**src/pgb_pkg.sv**
```systemverilog
// ----------------------------------------------------------------------------
// pgb_pkg
// Shared types, constants and helpers for the primitive group builder.
// ----------------------------------------------------------------------------
package pgb_pkg;

    localparam int MATERIAL_BITS  = 16;
    localparam int MATERIAL_WIDTH = 16;
    localparam int MAT_KEEP       = (MATERIAL_BITS < MATERIAL_WIDTH) ? MATERIAL_BITS
                                                                     : MATERIAL_WIDTH;

    localparam logic [31:0] WIDE_LIMIT      = 32'd65535;
    localparam logic [31:0] INDICES_PER_TRI = 32'd3;

    localparam int QUEUE_DEPTH = 4;
    localparam int QUEUE_AW    = $clog2(QUEUE_DEPTH);

    typedef struct packed {
        logic [31:0] start_index;
        logic [31:0] start_vertex;
        logic [31:0] vertex_span;
        logic [31:0] triangles;
        logic [31:0] group_number;
        logic        final_record;
        logic        wide_indices;
        logic [31:0] largest_index;
        logic [31:0] index_total;
    } t_rec;

    typedef struct packed {
        logic has_closed;
        logic has_final;
        t_rec closed;
        t_rec fin;
    } t_entry;

    typedef struct packed {
        logic full;
        logic empty;
    } t_queue_status;

    typedef enum logic {
        BACK_FIRST,
        BACK_SECOND
    } t_back_state;

    function automatic logic [31:0] umax32(input logic [31:0] x, input logic [31:0] y);
        return (x > y) ? x : y;
    endfunction

    function automatic logic [31:0] umin32(input logic [31:0] x, input logic [31:0] y);
        return (x < y) ? x : y;
    endfunction

endpackage

```
**src/pgb_front.sv**
```systemverilog
// ----------------------------------------------------------------------------
// pgb_front
// Accepts triangles, tracks the open group and builds closed and final records.
// ----------------------------------------------------------------------------
module pgb_front (
    input  logic                   i_clk,
    input  logic                   i_rst_n,
    input  logic                   i_valid,
    input  logic [31:0]            i_vertex_a,
    input  logic [31:0]            i_vertex_b,
    input  logic [31:0]            i_vertex_c,
    input  logic [15:0]            i_material,
    input  logic                   i_last_triangle,
    input  pgb_pkg::t_queue_status i_status,
    output logic                   o_accept,
    output logic                   o_push,
    output pgb_pkg::t_entry        o_entry
);

    logic [pgb_pkg::MAT_KEEP-1:0] r_cur_mat, n_cur_mat;
    logic [31:0] r_start_index, n_start_index;
    logic [31:0] r_start_vertex, n_start_vertex;
    logic [31:0] r_span, n_span;
    logic [31:0] r_count, n_count;
    logic [31:0] r_max_seen, n_max_seen;
    logic [31:0] r_index_pos, n_index_pos;
    logic [31:0] r_groups, n_groups;

    logic [pgb_pkg::MAT_KEEP-1:0] mat_k;
    logic        closing;
    logic [31:0] sv0, span0, cnt0, si0, ge0;
    logic [31:0] tri_max, grp_max, sv1, span1, cnt1, max1, idx1;

    assign o_accept = i_valid && !i_status.full;
    assign mat_k    = i_material[pgb_pkg::MAT_KEEP-1:0];
    assign closing  = (mat_k != r_cur_mat);

    always_comb begin
        sv0     = closing ? i_vertex_a : r_start_vertex;
        span0   = closing ? 32'd0 : r_span;
        cnt0    = closing ? 32'd0 : r_count;
        si0     = closing ? r_index_pos : r_start_index;
        ge0     = r_groups + {31'd0, closing};
        tri_max = pgb_pkg::umax32(i_vertex_a, pgb_pkg::umax32(i_vertex_b, i_vertex_c));
        grp_max = pgb_pkg::umax32(tri_max + 32'd1, sv0 + span0);
        sv1     = pgb_pkg::umin32(pgb_pkg::umin32(i_vertex_a, i_vertex_b),
                                  pgb_pkg::umin32(i_vertex_c, sv0));
        span1   = grp_max - sv1;
        cnt1    = cnt0 + 32'd1;
        max1    = pgb_pkg::umax32(tri_max, r_max_seen);
        idx1    = r_index_pos + pgb_pkg::INDICES_PER_TRI;
    end

    always_comb begin
        o_entry.has_closed          = closing;
        o_entry.has_final           = i_last_triangle;
        o_entry.closed.start_index  = r_start_index;
        o_entry.closed.start_vertex = r_start_vertex;
        o_entry.closed.vertex_span  = r_span;
        o_entry.closed.triangles    = r_count;
        o_entry.closed.group_number = r_groups;
        o_entry.closed.final_record = 1'b0;
        o_entry.closed.wide_indices = 1'b0;
        o_entry.closed.largest_index = 32'd0;
        o_entry.closed.index_total  = 32'd0;
        o_entry.fin.start_index     = si0;
        o_entry.fin.start_vertex    = sv1;
        o_entry.fin.vertex_span     = span1;
        o_entry.fin.triangles       = cnt1;
        o_entry.fin.group_number    = ge0;
        o_entry.fin.final_record    = 1'b1;
        o_entry.fin.wide_indices    = (max1 > pgb_pkg::WIDE_LIMIT);
        o_entry.fin.largest_index   = max1;
        o_entry.fin.index_total     = idx1;
        o_push = o_accept && (closing || i_last_triangle);
    end

    always_comb begin
        n_cur_mat      = r_cur_mat;
        n_start_index  = r_start_index;
        n_start_vertex = r_start_vertex;
        n_span         = r_span;
        n_count        = r_count;
        n_max_seen     = r_max_seen;
        n_index_pos    = r_index_pos;
        n_groups       = r_groups;
        if (o_accept) begin
            if (i_last_triangle) begin
                n_cur_mat      = '0;
                n_start_index  = '0;
                n_start_vertex = '0;
                n_span         = '0;
                n_count        = '0;
                n_max_seen     = '0;
                n_index_pos    = '0;
                n_groups       = '0;
            end else begin
                n_cur_mat      = mat_k;
                n_start_index  = si0;
                n_start_vertex = sv1;
                n_span         = span1;
                n_count        = cnt1;
                n_max_seen     = max1;
                n_index_pos    = idx1;
                n_groups       = ge0;
            end
        end
    end

    always_ff @(posedge i_clk) begin
        if (!i_rst_n) begin
            r_cur_mat      <= '0;
            r_start_index  <= '0;
            r_start_vertex <= '0;
            r_span         <= '0;
            r_count        <= '0;
            r_max_seen     <= '0;
            r_index_pos    <= '0;
            r_groups       <= '0;
        end else begin
            r_cur_mat      <= n_cur_mat;
            r_start_index  <= n_start_index;
            r_start_vertex <= n_start_vertex;
            r_span         <= n_span;
            r_count        <= n_count;
            r_max_seen     <= n_max_seen;
            r_index_pos    <= n_index_pos;
            r_groups       <= n_groups;
        end
    end

    a_last_clears: assert property (@(posedge i_clk) disable iff (!i_rst_n)
        (o_accept && i_last_triangle) |=>
            (r_count == 32'd0 && r_max_seen == 32'd0 && r_groups == 32'd0))
        else $error("state not cleared after last triangle");

    a_push_has_record: assert property (@(posedge i_clk) disable iff (!i_rst_n)
        o_push |-> (o_entry.has_closed || o_entry.has_final))
        else $error("pushed entry without record");

endmodule

```
**src/pgb_queue.sv**
```systemverilog
// ----------------------------------------------------------------------------
// pgb_queue
// Short register queue between the front and back parts.
// ----------------------------------------------------------------------------
module pgb_queue (
    input  logic                   i_clk,
    input  logic                   i_rst_n,
    input  logic                   i_push,
    input  pgb_pkg::t_entry        i_entry,
    input  logic                   i_pop,
    output pgb_pkg::t_queue_status o_status,
    output pgb_pkg::t_entry        o_head
);

    localparam logic [pgb_pkg::QUEUE_AW:0] FULL_CNT =
        (pgb_pkg::QUEUE_AW+1)'(pgb_pkg::QUEUE_DEPTH);

    pgb_pkg::t_entry r_mem [pgb_pkg::QUEUE_DEPTH];
    logic [pgb_pkg::QUEUE_AW-1:0] r_wptr, n_wptr;
    logic [pgb_pkg::QUEUE_AW-1:0] r_rptr, n_rptr;
    logic [pgb_pkg::QUEUE_AW:0]   r_count, n_count;

    assign o_status.full  = (r_count == FULL_CNT);
    assign o_status.empty = (r_count == '0);
    assign o_head         = r_mem[r_rptr];

    always_comb begin
        n_wptr  = i_push ? r_wptr + 1'b1 : r_wptr;
        n_rptr  = i_pop  ? r_rptr + 1'b1 : r_rptr;
        n_count = r_count;
        if (i_push && !i_pop) begin
            n_count = r_count + 1'b1;
        end else if (!i_push && i_pop) begin
            n_count = r_count - 1'b1;
        end
    end

    always_ff @(posedge i_clk) begin
        if (!i_rst_n) begin
            r_wptr  <= '0;
            r_rptr  <= '0;
            r_count <= '0;
        end else begin
            r_wptr  <= n_wptr;
            r_rptr  <= n_rptr;
            r_count <= n_count;
        end
    end

    always_ff @(posedge i_clk) begin
        if (i_push) begin
            r_mem[r_wptr] <= i_entry;
        end
    end

    a_no_overflow: assert property (@(posedge i_clk) disable iff (!i_rst_n)
        i_push |-> (!o_status.full || i_pop))
        else $error("queue overflow");

    a_no_underflow: assert property (@(posedge i_clk) disable iff (!i_rst_n)
        i_pop |-> !o_status.empty)
        else $error("queue underflow");

endmodule

```
**src/pgb_back.sv**
```systemverilog
// ----------------------------------------------------------------------------
// pgb_back
// Sends the one or two records of each queued entry, one item at a time.
// ----------------------------------------------------------------------------
module pgb_back (
    input  logic                   i_clk,
    input  logic                   i_rst_n,
    input  pgb_pkg::t_queue_status i_status,
    input  pgb_pkg::t_entry        i_head,
    input  logic                   i_stall,
    output logic                   o_pop,
    output logic                   o_valid,
    output pgb_pkg::t_rec          o_rec
);

    pgb_pkg::t_back_state r_state, n_state;
    logic two_recs;
    logic take;

    assign two_recs = i_head.has_closed && i_head.has_final;
    assign o_valid  = !i_status.empty;
    assign take     = o_valid && !i_stall;

    always_comb begin
        n_state = r_state;
        case (r_state)
            pgb_pkg::BACK_FIRST: begin
                if (take && two_recs) begin
                    n_state = pgb_pkg::BACK_SECOND;
                end
            end
            pgb_pkg::BACK_SECOND: begin
                if (take) begin
                    n_state = pgb_pkg::BACK_FIRST;
                end
            end
            default: n_state = pgb_pkg::BACK_FIRST;
        endcase
    end

    always_comb begin
        case (r_state)
            pgb_pkg::BACK_FIRST: begin
                o_rec = i_head.has_closed ? i_head.closed : i_head.fin;
                o_pop = take && !two_recs;
            end
            pgb_pkg::BACK_SECOND: begin
                o_rec = i_head.fin;
                o_pop = take;
            end
            default: begin
                o_rec = i_head.fin;
                o_pop = 1'b0;
            end
        endcase
    end

    always_ff @(posedge i_clk) begin
        if (!i_rst_n) begin
            r_state <= pgb_pkg::BACK_FIRST;
        end else begin
            r_state <= n_state;
        end
    end

    a_second_needs_pair: assert property (@(posedge i_clk) disable iff (!i_rst_n)
        (r_state == pgb_pkg::BACK_SECOND) |-> (o_valid && two_recs))
        else $error("second record without a pair");

endmodule

```
**src/primitive_group_builder.sv**
```systemverilog
// ----------------------------------------------------------------------------
// primitive_group_builder
// Cuts a triangle stream into primitive groups by material.
//
// Input channel: i_valid / o_stall carry one triangle per item (three vertex
// indices, material, last flag). Output channel: o_valid / i_stall carry one
// group record per item. An item moves when valid is high and stall is low.
// A material change closes the open group and yields a record; the triangle
// marked last yields a final record with largest index and index total.
// A triangle's records pass through the queue registers before they are offered.
// Throughput: one triangle per cycle while the queue is not full; a triangle
// with two records offers them one after the other. The front update (compare,
// min/max, one add and one subtract on 32 bits) sets the cycle time.
// A four-entry queue sits between front and back; o_stall rises only when it
// is full, so the front keeps taking triangles while the receiver stalls.
// Reset clears all group state to zero and empties the queue.
// ----------------------------------------------------------------------------
module primitive_group_builder (
    input  logic        i_clk,
    input  logic        i_rst_n,
    input  logic        i_valid,
    output logic        o_stall,
    input  logic [31:0] i_vertex_a,
    input  logic [31:0] i_vertex_b,
    input  logic [31:0] i_vertex_c,
    input  logic [15:0] i_material,
    input  logic        i_last_triangle,
    output logic        o_valid,
    input  logic        i_stall,
    output logic [31:0] o_group_start_index,
    output logic [31:0] o_group_start_vertex,
    output logic [31:0] o_group_vertex_span,
    output logic [31:0] o_group_triangles,
    output logic [31:0] o_group_number,
    output logic        o_final_record,
    output logic        o_wide_indices,
    output logic [31:0] o_largest_index,
    output logic [31:0] o_index_total
);

    pgb_pkg::t_queue_status status;
    pgb_pkg::t_entry        push_entry;
    pgb_pkg::t_entry        head;
    pgb_pkg::t_rec          rec;
    logic                   accept;
    logic                   push;
    logic                   pop;

    pgb_front u_front (
        .i_clk           (i_clk),
        .i_rst_n         (i_rst_n),
        .i_valid         (i_valid),
        .i_vertex_a      (i_vertex_a),
        .i_vertex_b      (i_vertex_b),
        .i_vertex_c      (i_vertex_c),
        .i_material      (i_material),
        .i_last_triangle (i_last_triangle),
        .i_status        (status),
        .o_accept        (accept),
        .o_push          (push),
        .o_entry         (push_entry)
    );

    pgb_queue u_queue (
        .i_clk    (i_clk),
        .i_rst_n  (i_rst_n),
        .i_push   (push),
        .i_entry  (push_entry),
        .i_pop    (pop),
        .o_status (status),
        .o_head   (head)
    );

    pgb_back u_back (
        .i_clk    (i_clk),
        .i_rst_n  (i_rst_n),
        .i_status (status),
        .i_head   (head),
        .i_stall  (i_stall),
        .o_pop    (pop),
        .o_valid  (o_valid),
        .o_rec    (rec)
    );

    assign o_stall              = status.full;
    assign o_group_start_index  = rec.start_index;
    assign o_group_start_vertex = rec.start_vertex;
    assign o_group_vertex_span  = rec.vertex_span;
    assign o_group_triangles    = rec.triangles;
    assign o_group_number       = rec.group_number;
    assign o_final_record       = rec.final_record;
    assign o_wide_indices       = rec.wide_indices;
    assign o_largest_index      = rec.largest_index;
    assign o_index_total        = rec.index_total;

    a_stall_blocks_accept: assert property (@(posedge i_clk) disable iff (!i_rst_n)
        accept |-> (i_valid && !o_stall))
        else $error("triangle taken while stalled");

endmodule

```
**config.mk**
```make
export PLATFORM = sky130hd
export DESIGN_NAME = primitive_group_builder
export DESIGN_NICKNAME = d
export VERILOG_FILES = /design/src/pgb_pkg.sv /design/src/pgb_front.sv /design/src/pgb_queue.sv /design/src/pgb_back.sv /design/src/primitive_group_builder.sv
export SDC_FILE = /design/constraint.sdc
export NUM_CORES = 2
export LEC_CHECK = 0
export ABC_AREA = 1
export BUFFER_PORTS_ARGS = -buffer_cell sky130_fd_sc_hd__buf_2
export CAP_MARGIN = 20
export CORE_MARGIN = 5
export CORE_UTILIZATION = 45
export CTS_CLUSTER_SIZE = 8
export DETAILED_ROUTE_END_ITERATION = 10
export GPL_TIMING_DRIVEN = 0
export HOLD_SLACK_MARGIN = 0.12
export SLEW_MARGIN = 0
export SYNTH_ARGS = -nofsm -noshare
export SYNTH_HDL_FRONTEND = slang
export SYNTH_SLANG_ARGS = --single-unit
```
**constraint.sdc**
```tcl
create_clock -name i_clk -period 18.9 [get_ports i_clk]
set_clock_uncertainty 0.1 [all_clocks]
set_input_delay 0.945 -clock i_clk [delete_from_list [all_inputs] [get_ports i_clk]]
set_output_delay 0.945 -clock i_clk [all_outputs]
set_load 0.01 [all_outputs]
```
After elaboration in Yosys (flattened, before gate mapping) --
Memory sizes are Yosys's and may differ from the RTL's. A register that Yosys moved wholly into a read port is not among the register bits. Cells that the tools add are included. Widths: inputs -> output; s select.
Cells by class: add/sub/neg operators 10, magnitude comparators 8, equal/unequal tests 2, mux-type cells 31, bitwise operators 1, reduce and logical (&&, ||, !) cells 17
Operator list (count):
- $mux 32 | 18
- $pmux 226 s2 | 1
- $mux 226 | 1
- $gt 32x32->1 | 4
- $lt 32x32->1 | 3
- $add 32x1->32 const B | 2
- $add 32x1->32 | 1
- $add 32x2->32 const B | 1
- $add 32x32->32 | 1
- $gt 32x16->1 const B | 1
- $sub 32x32->32 | 1
- $mux 16 | 1
- $ne 16x16->1 | 1
- $logic_and 1x1->1 | 8
- $logic_not 1->1 | 6
- $mux 3 | 2
- $add 2x1->2 const B | 2
- $mux 1 | 4
- $mux 2 | 2
- $pmux 1 s2 | 2
- $add 3x1->3 const B | 1
- $eq 3x3->1 const B | 1
- $logic_not 3->1 | 1
- $sub 3x1->3 const B | 1
- other kinds (3) | 3
Storage, ports and cells: register bits after elaboration 248, RAM bits 1548, bits of input ports 117, output and inout port bits 228, logic and storage cells 82, memories kept 1
Memory list:
- u_queue.r_mem | depth 4, width 387, read ports 1, clocked after memory_dff 1, write ports 1, line pgb_queue.sv:18 | pgb_pkg::t_entry r_mem [pgb_pkg::QUEUE_DEPTH];

Logic depth before layout (Yosys ltp) --
depth after elaboration 9, depth in mapped cells 74, depth with buffers taken out 71

Modules after synthesis --
Synthesis repeated with hierarchy kept, for this count alone.
Unflattened totals: cells, all modules 9002, area, all modules 94247.9 µm²
Modules (own cells, without submodules):
- pgb_queue | times used 1, cells each 4447, area an instance 67223.2 µm², sequential area each 54712.5 µm²
- pgb_front | times used 1, cells each 3792, area an instance 23786.6 µm², sequential area each 4804.6 µm²
- pgb_back | times used 1, cells each 763, area an instance 3238.1 µm², sequential area each 20.0 µm²

Worst setup path after synthesis --
Ideal clock, no wire load.
kind in2reg, from in i_material[12], to mem u_queue.r_mem[0][0] (netlist bit), enable pin, library setup time 1.147 ns, arrival 18.621 ns, required time 17.653 ns, path slack -0.968 ns, cell stages on the path 13, buffers on the path 4, cell sequence nand2_1 inv_1 nor2_1 nor2_1 nand2_1 nor2_2 nand2_2 buf_6 clkbuf_1 clkbuf_1 buf_1 o21ai_1 nor2_1
Between the ends: longest elaborated chain between the ends 5
Ends and longest elaborated chain:
- start, declared | line primitive_group_builder.sv:26 | input logic [15:0] i_material,
- $ne 16x16->1 | line pgb_front.sv:36 | assign closing = (mat_k != r_cur_mat);
- $logic_or 1x1->1 | line pgb_front.sv:75 | o_push = o_accept && (closing || i_last_triangle);
- $logic_and 1x1->1 | line pgb_front.sv:75
- $mux 1 | line pgb_queue.sv:51 | if (i_push) begin
- $mux 1 (not written as such) | line pgb_queue.sv:52 | r_mem[r_wptr] <= i_entry;
- end, declared | line pgb_queue.sv:18
Every way passes these cells.

==> results.md <==
Floorplanning:
- For this configuration, the core starts out at a cell density of 0.452.
- The count of pins on the block boundary is 345.
- The die outline area is 193,000 um2.
- The total core area is 183,000 um2.
- The floorplan die height is 439 um.
- After floorplanning, the core was divided into 157 placement rows.
- The width of the die is 439 um.

Global routing:
- The initial antenna violation count is 14.
- Across every metal layer, demand over resource in global routing totals 0.278.
- The wire length of the first global-routing pass is 398 mm.
- The via count of the first global-routing pass is 61.6k.
- The pin count of the biggest net entering global routing is 29.
- Global routing finished with a remaining overflow of 0.

Finish:
- Once layout is complete, the utilization of the core stands at 0.530.
- Relative to the synthesized area, the layout overhead comes to 17.2%.
- In the final design database the tool counted 9,110 nets.
- Of the cells placed in the final design, the portion with a size suffix greater than 1 is 0.0966.
- The final-layout fill cell count is 16.1k.

Clocking:
- TritonCTS built the clock tree.
- In this run the clock root is driven by a sky130_fd_sc_hd__clkbuf_16.
- The insertion delay to the later sink of the worst-skew pair is 0.93 ns.
- The maximum count of clock buffers along a single path is 4.
- The number of clock sinks seen by CTS is 1,798.
- The clock edge transition at the registers on the reported setup and hold paths is 0.05 ns.
- In this run the number of H-tree levels came out at 5.
- Buffers inserted during clock tree synthesis total 275.

Setup path:
- The setup slack of the most critical reg-to-reg path is 5.06 ns.
- The most common cell type on the critical path is sky130_fd_sc_hd__nand2_1.
- The data required time at the worst endpoint is 19.53 ns.
- The worst setup path is captured at a flop.
- The endpoint arrival time on the critical path is 14.47 ns.
- Along the worst path, the maximum fanout reaches 10.
- The worst setup path category is reg2reg.
- The worst setup path is launched from a flop.
- The cell type of the slowest stage on the worst timing path is sky130_fd_sc_hd__clkbuf_1.
- The highest cell delay on the worst timing path is 0.80 ns.

Logic synthesis:
- Ranked by total cell area, the synthesized netlist is headed by sky130_fd_sc_hd__edfxtp_1, sky130_fd_sc_hd__o21ai_0, sky130_fd_sc_hd__dfxtp_1.
- The post-synthesis cell count is 7,986.
- The post-synthesis sequential element count is 1,798.
- Yosys printed 0 warnings.
- The count of cell types in the netlist is 65.
- The cell taking the most area after synthesis is sky130_fd_sc_hd__edfxtp_1.
- Counting flops with a built-in enable in the synthesized netlist gives 1,548.
- The number of nets handed over by synthesis was 8,403.
- The per-instance average area after synthesis is 10.4 um2.
- In the synthesized netlist the dominant register cell turns out to be sky130_fd_sc_hd__edfxtp_1.
- The sequential element share of the synthesized area is 0.622.
- For this run, asynchronously set or reset flops after synthesis account for 0.
- The synthesized area is 82,800 um2.
- The share of synthesized area in the top cell type comes to 0.561.

Timing:
- The total count of max-transition violations in the final report is 0.
- The hold violation total from the final report is 0.
- The worst max-slew margin expressed relative to the limit is 0.197.
- The count of endpoints failing setup in the final report is 0.
- The minimum clock period after layout is 13.84 ns.
- Derived from the worst setup path, the maximum achievable clock frequency is 72.2 MHz.
- Of the available clock period, the critical path in the final layout requires 0.732.
- For the pin with the worst max-slew slack, the measured transition is 1.20 ns.
- Setup repair after global routing left no endpoint under its margin.
- Setup slack on the critical path of the routed design comes to 5.06 ns.

Power and ir drop:
- The power consumption is 0.0139 W.
- Dividing total power by cell area gives a power density of 143 nW/um2.
- The worst-case IR drop observed on VDD is 0.0829 mV.
- For this design the static power due to leakage is 36.9 nW.

Route:
- In this run, the number of DRC markers left after iteration 0 of detailed routing was 7,315.
- The number of antenna-violating nets in the routed design is 0.
- Summing over every cut layer, the via total after detailed routing is 64.2k.
- The ratio of routed vias to standard cells is 5.67.
- The first detailed-routing pass took 6 iterations.
- The routed wire length per instance is 24.4 um.
- The routed wire length is 276 mm.
- For this run, design rule violations remaining after detail routing come to 0.

Run status:
- The run finished with clean final reports.

Placement:
- At the end of routability-driven placement, the weighted congestion stood at 1.00.
- Port buffering added 343 buffers.
- The worst slack at placement is 4.56 ns.
- The HPWL after detailed placement is 199 mm.

Run:
- Across the run, the number of max-cap violations was 0.

Worst hold path:
- The worst hold-check path type is in2reg.
Yosys cell counts (all sizes together) (11+ instances only):
library cell / n
nand2: 1174
dfxtp: 250
xor2: 122
o21ai: 1266
nand4: 44
buf: 40
a21oi: 414
xnor2: 36
ha: 297
inv: 800
nand3: 67
a21boi: 11
o22ai: 228
edfxtp: 1548
nor2: 979
nor3: 36
clkbuf: 401
o221ai: 172
a211oi: 12
nor4: 18
final timing paths:
check | startpoint | endpoint | depth (start not counted)
max | u_front.r_cur_mat[6] | u_front.r_span[31] | 62
min reg2reg | u_front.r_index_pos[30] | u_front.r_index_pos[30] | 2
max reg2reg | u_front.r_cur_mat[6] | u_front.r_span[31] | 62
min | i_material[4] | u_front.r_cur_mat[4] | 3
cell type report:
class | count | area, um2 | area share
Antenna cell | 5 | 12.5 | 0.000129
Buffer | 441 | 1760 | 0.0181
Clock buffer | 433 | 7600 | 0.0783
Clock inverter | 6 | 45.0 | 0.000464
Inverter | 803 | 3020 | 0.0311
Multi-Input combinational cell | 4944 | 26600 | 0.274
Sequential cell | 1798 | 51500 | 0.530
Tap cell | 2464 | 3080 | 0.0318
Timing Repair Buffer | 430 | 3450 | 0.0356
cells in the final DEF (no fill, tap or decap), types with 15 or more instances in the layout:
cell / n
sky130_fd_sc_hd__nor3_1: 27
sky130_fd_sc_hd__clkbuf_2: 15
sky130_fd_sc_hd__nand4_1: 39
sky130_fd_sc_hd__o21ai_0: 1187
sky130_fd_sc_hd__xor2_1: 122
sky130_fd_sc_hd__clkbuf_1: 538
sky130_fd_sc_hd__a21oi_1: 413
sky130_fd_sc_hd__dfxtp_1: 250
sky130_fd_sc_hd__o21ai_1: 52
sky130_fd_sc_hd__buf_12: 59
sky130_fd_sc_hd__inv_1: 788
sky130_fd_sc_hd__o221ai_1: 172
sky130_fd_sc_hd__edfxtp_1: 1548
sky130_fd_sc_hd__buf_2: 352
sky130_fd_sc_hd__clkbuf_16: 281
sky130_fd_sc_hd__ha_1: 297
sky130_fd_sc_hd__o22ai_1: 228
sky130_fd_sc_hd__o21ai_2: 27
sky130_fd_sc_hd__nand2_1: 1165
sky130_fd_sc_hd__nor2_1: 958
sky130_fd_sc_hd__xnor2_1: 36
sky130_fd_sc_hd__nand3_1: 63
sky130_fd_sc_hd__buf_1: 19
stage by stage:
step | hold slack, ns | std cells | setup TNS, ns | area (um2)
2_1_floorplan | 0.336 | 7986 | -1497.96 | 82800
3_3_place_gp | 0.353 | 10800 | - | 87600
3_5_place_dp | 0.357 | 10900 | 0 | 89400
4_1_cts | 0.137 | 11300 | 0 | 97000
5_1_grt | 0.178 | 11300 | 0 | 97100
6_report | 0.199 | 11300 | 0 | 97100
flip-flops by register name, summed over array words and instances (netlist names), named ones only:
name / flops
u_front.r_span: 32
u_queue.r_rptr: 2
u_front.r_start_vertex: 32
u_front.r_start_index: 32
u_front.r_index_pos: 32
u_front.r_groups: 32
u_queue.r_wptr: 2
u_front.r_count: 32
u_front.r_cur_mat: 16
u_front.r_max_seen: 32
u_queue.r_count: 3
u_back.r_state: 1
u_queue.r_mem: 1548
logic make-up after synthesis:
group                    count (synthesis)  synth area share
AO/OA/AOI/OAI                         2156             0.145
adder cells (fa/ha/maj)                300            0.0456
buffers and inverters                 1244            0.0574
AND/OR/NAND/NOR                       2330             0.114
XOR/XNOR                               158            0.0167
flip-flops                            1798             0.622
where the power goes:
| group | leakage, nW | internal [W] | switching (W) | total (W) |
|---|---|---|---|---|
| Sequential | 16.5 | 0.00502 | 0.000156 | 0.00518 |
| Combinational | 16.7 | 0.00120 | 0.00312 | 0.00433 |
| Clock | 3.67 | 0.00272 | 0.00166 | 0.00438 |
| Total | 36.9 | 0.00894 | 0.00494 | 0.0139 |
what timing repair did:
| action | 4_1_cts | 5_1_grt |
|---|---|---|
| buffers inserted | 0 | 0 |
| hold endpoints to repair | 1 | 0 |
| gates resized for setup | 0 | 0 |
| hold buffers | 1 | 0 |
per-layer routing:
layer	routed length (um)	GRT usage	share of wire
met3	24600	0.0512	0.089
met2	126000	0.437	0.46
met1	112000	0.377	0.41
met4	13000	0.124	0.047
met5	0	0	0
critical path, delay by kind of cell (launching register included):
kind,cells,cell delay [ns]
compound gates,25,5.57
simple gates,24,3.07
buf+inv,8,2.98
fa+ha+maj,4,1.37
flops,1,0.35
xor+xnor,1,0.19
Power figures use the tool's default switching activity.
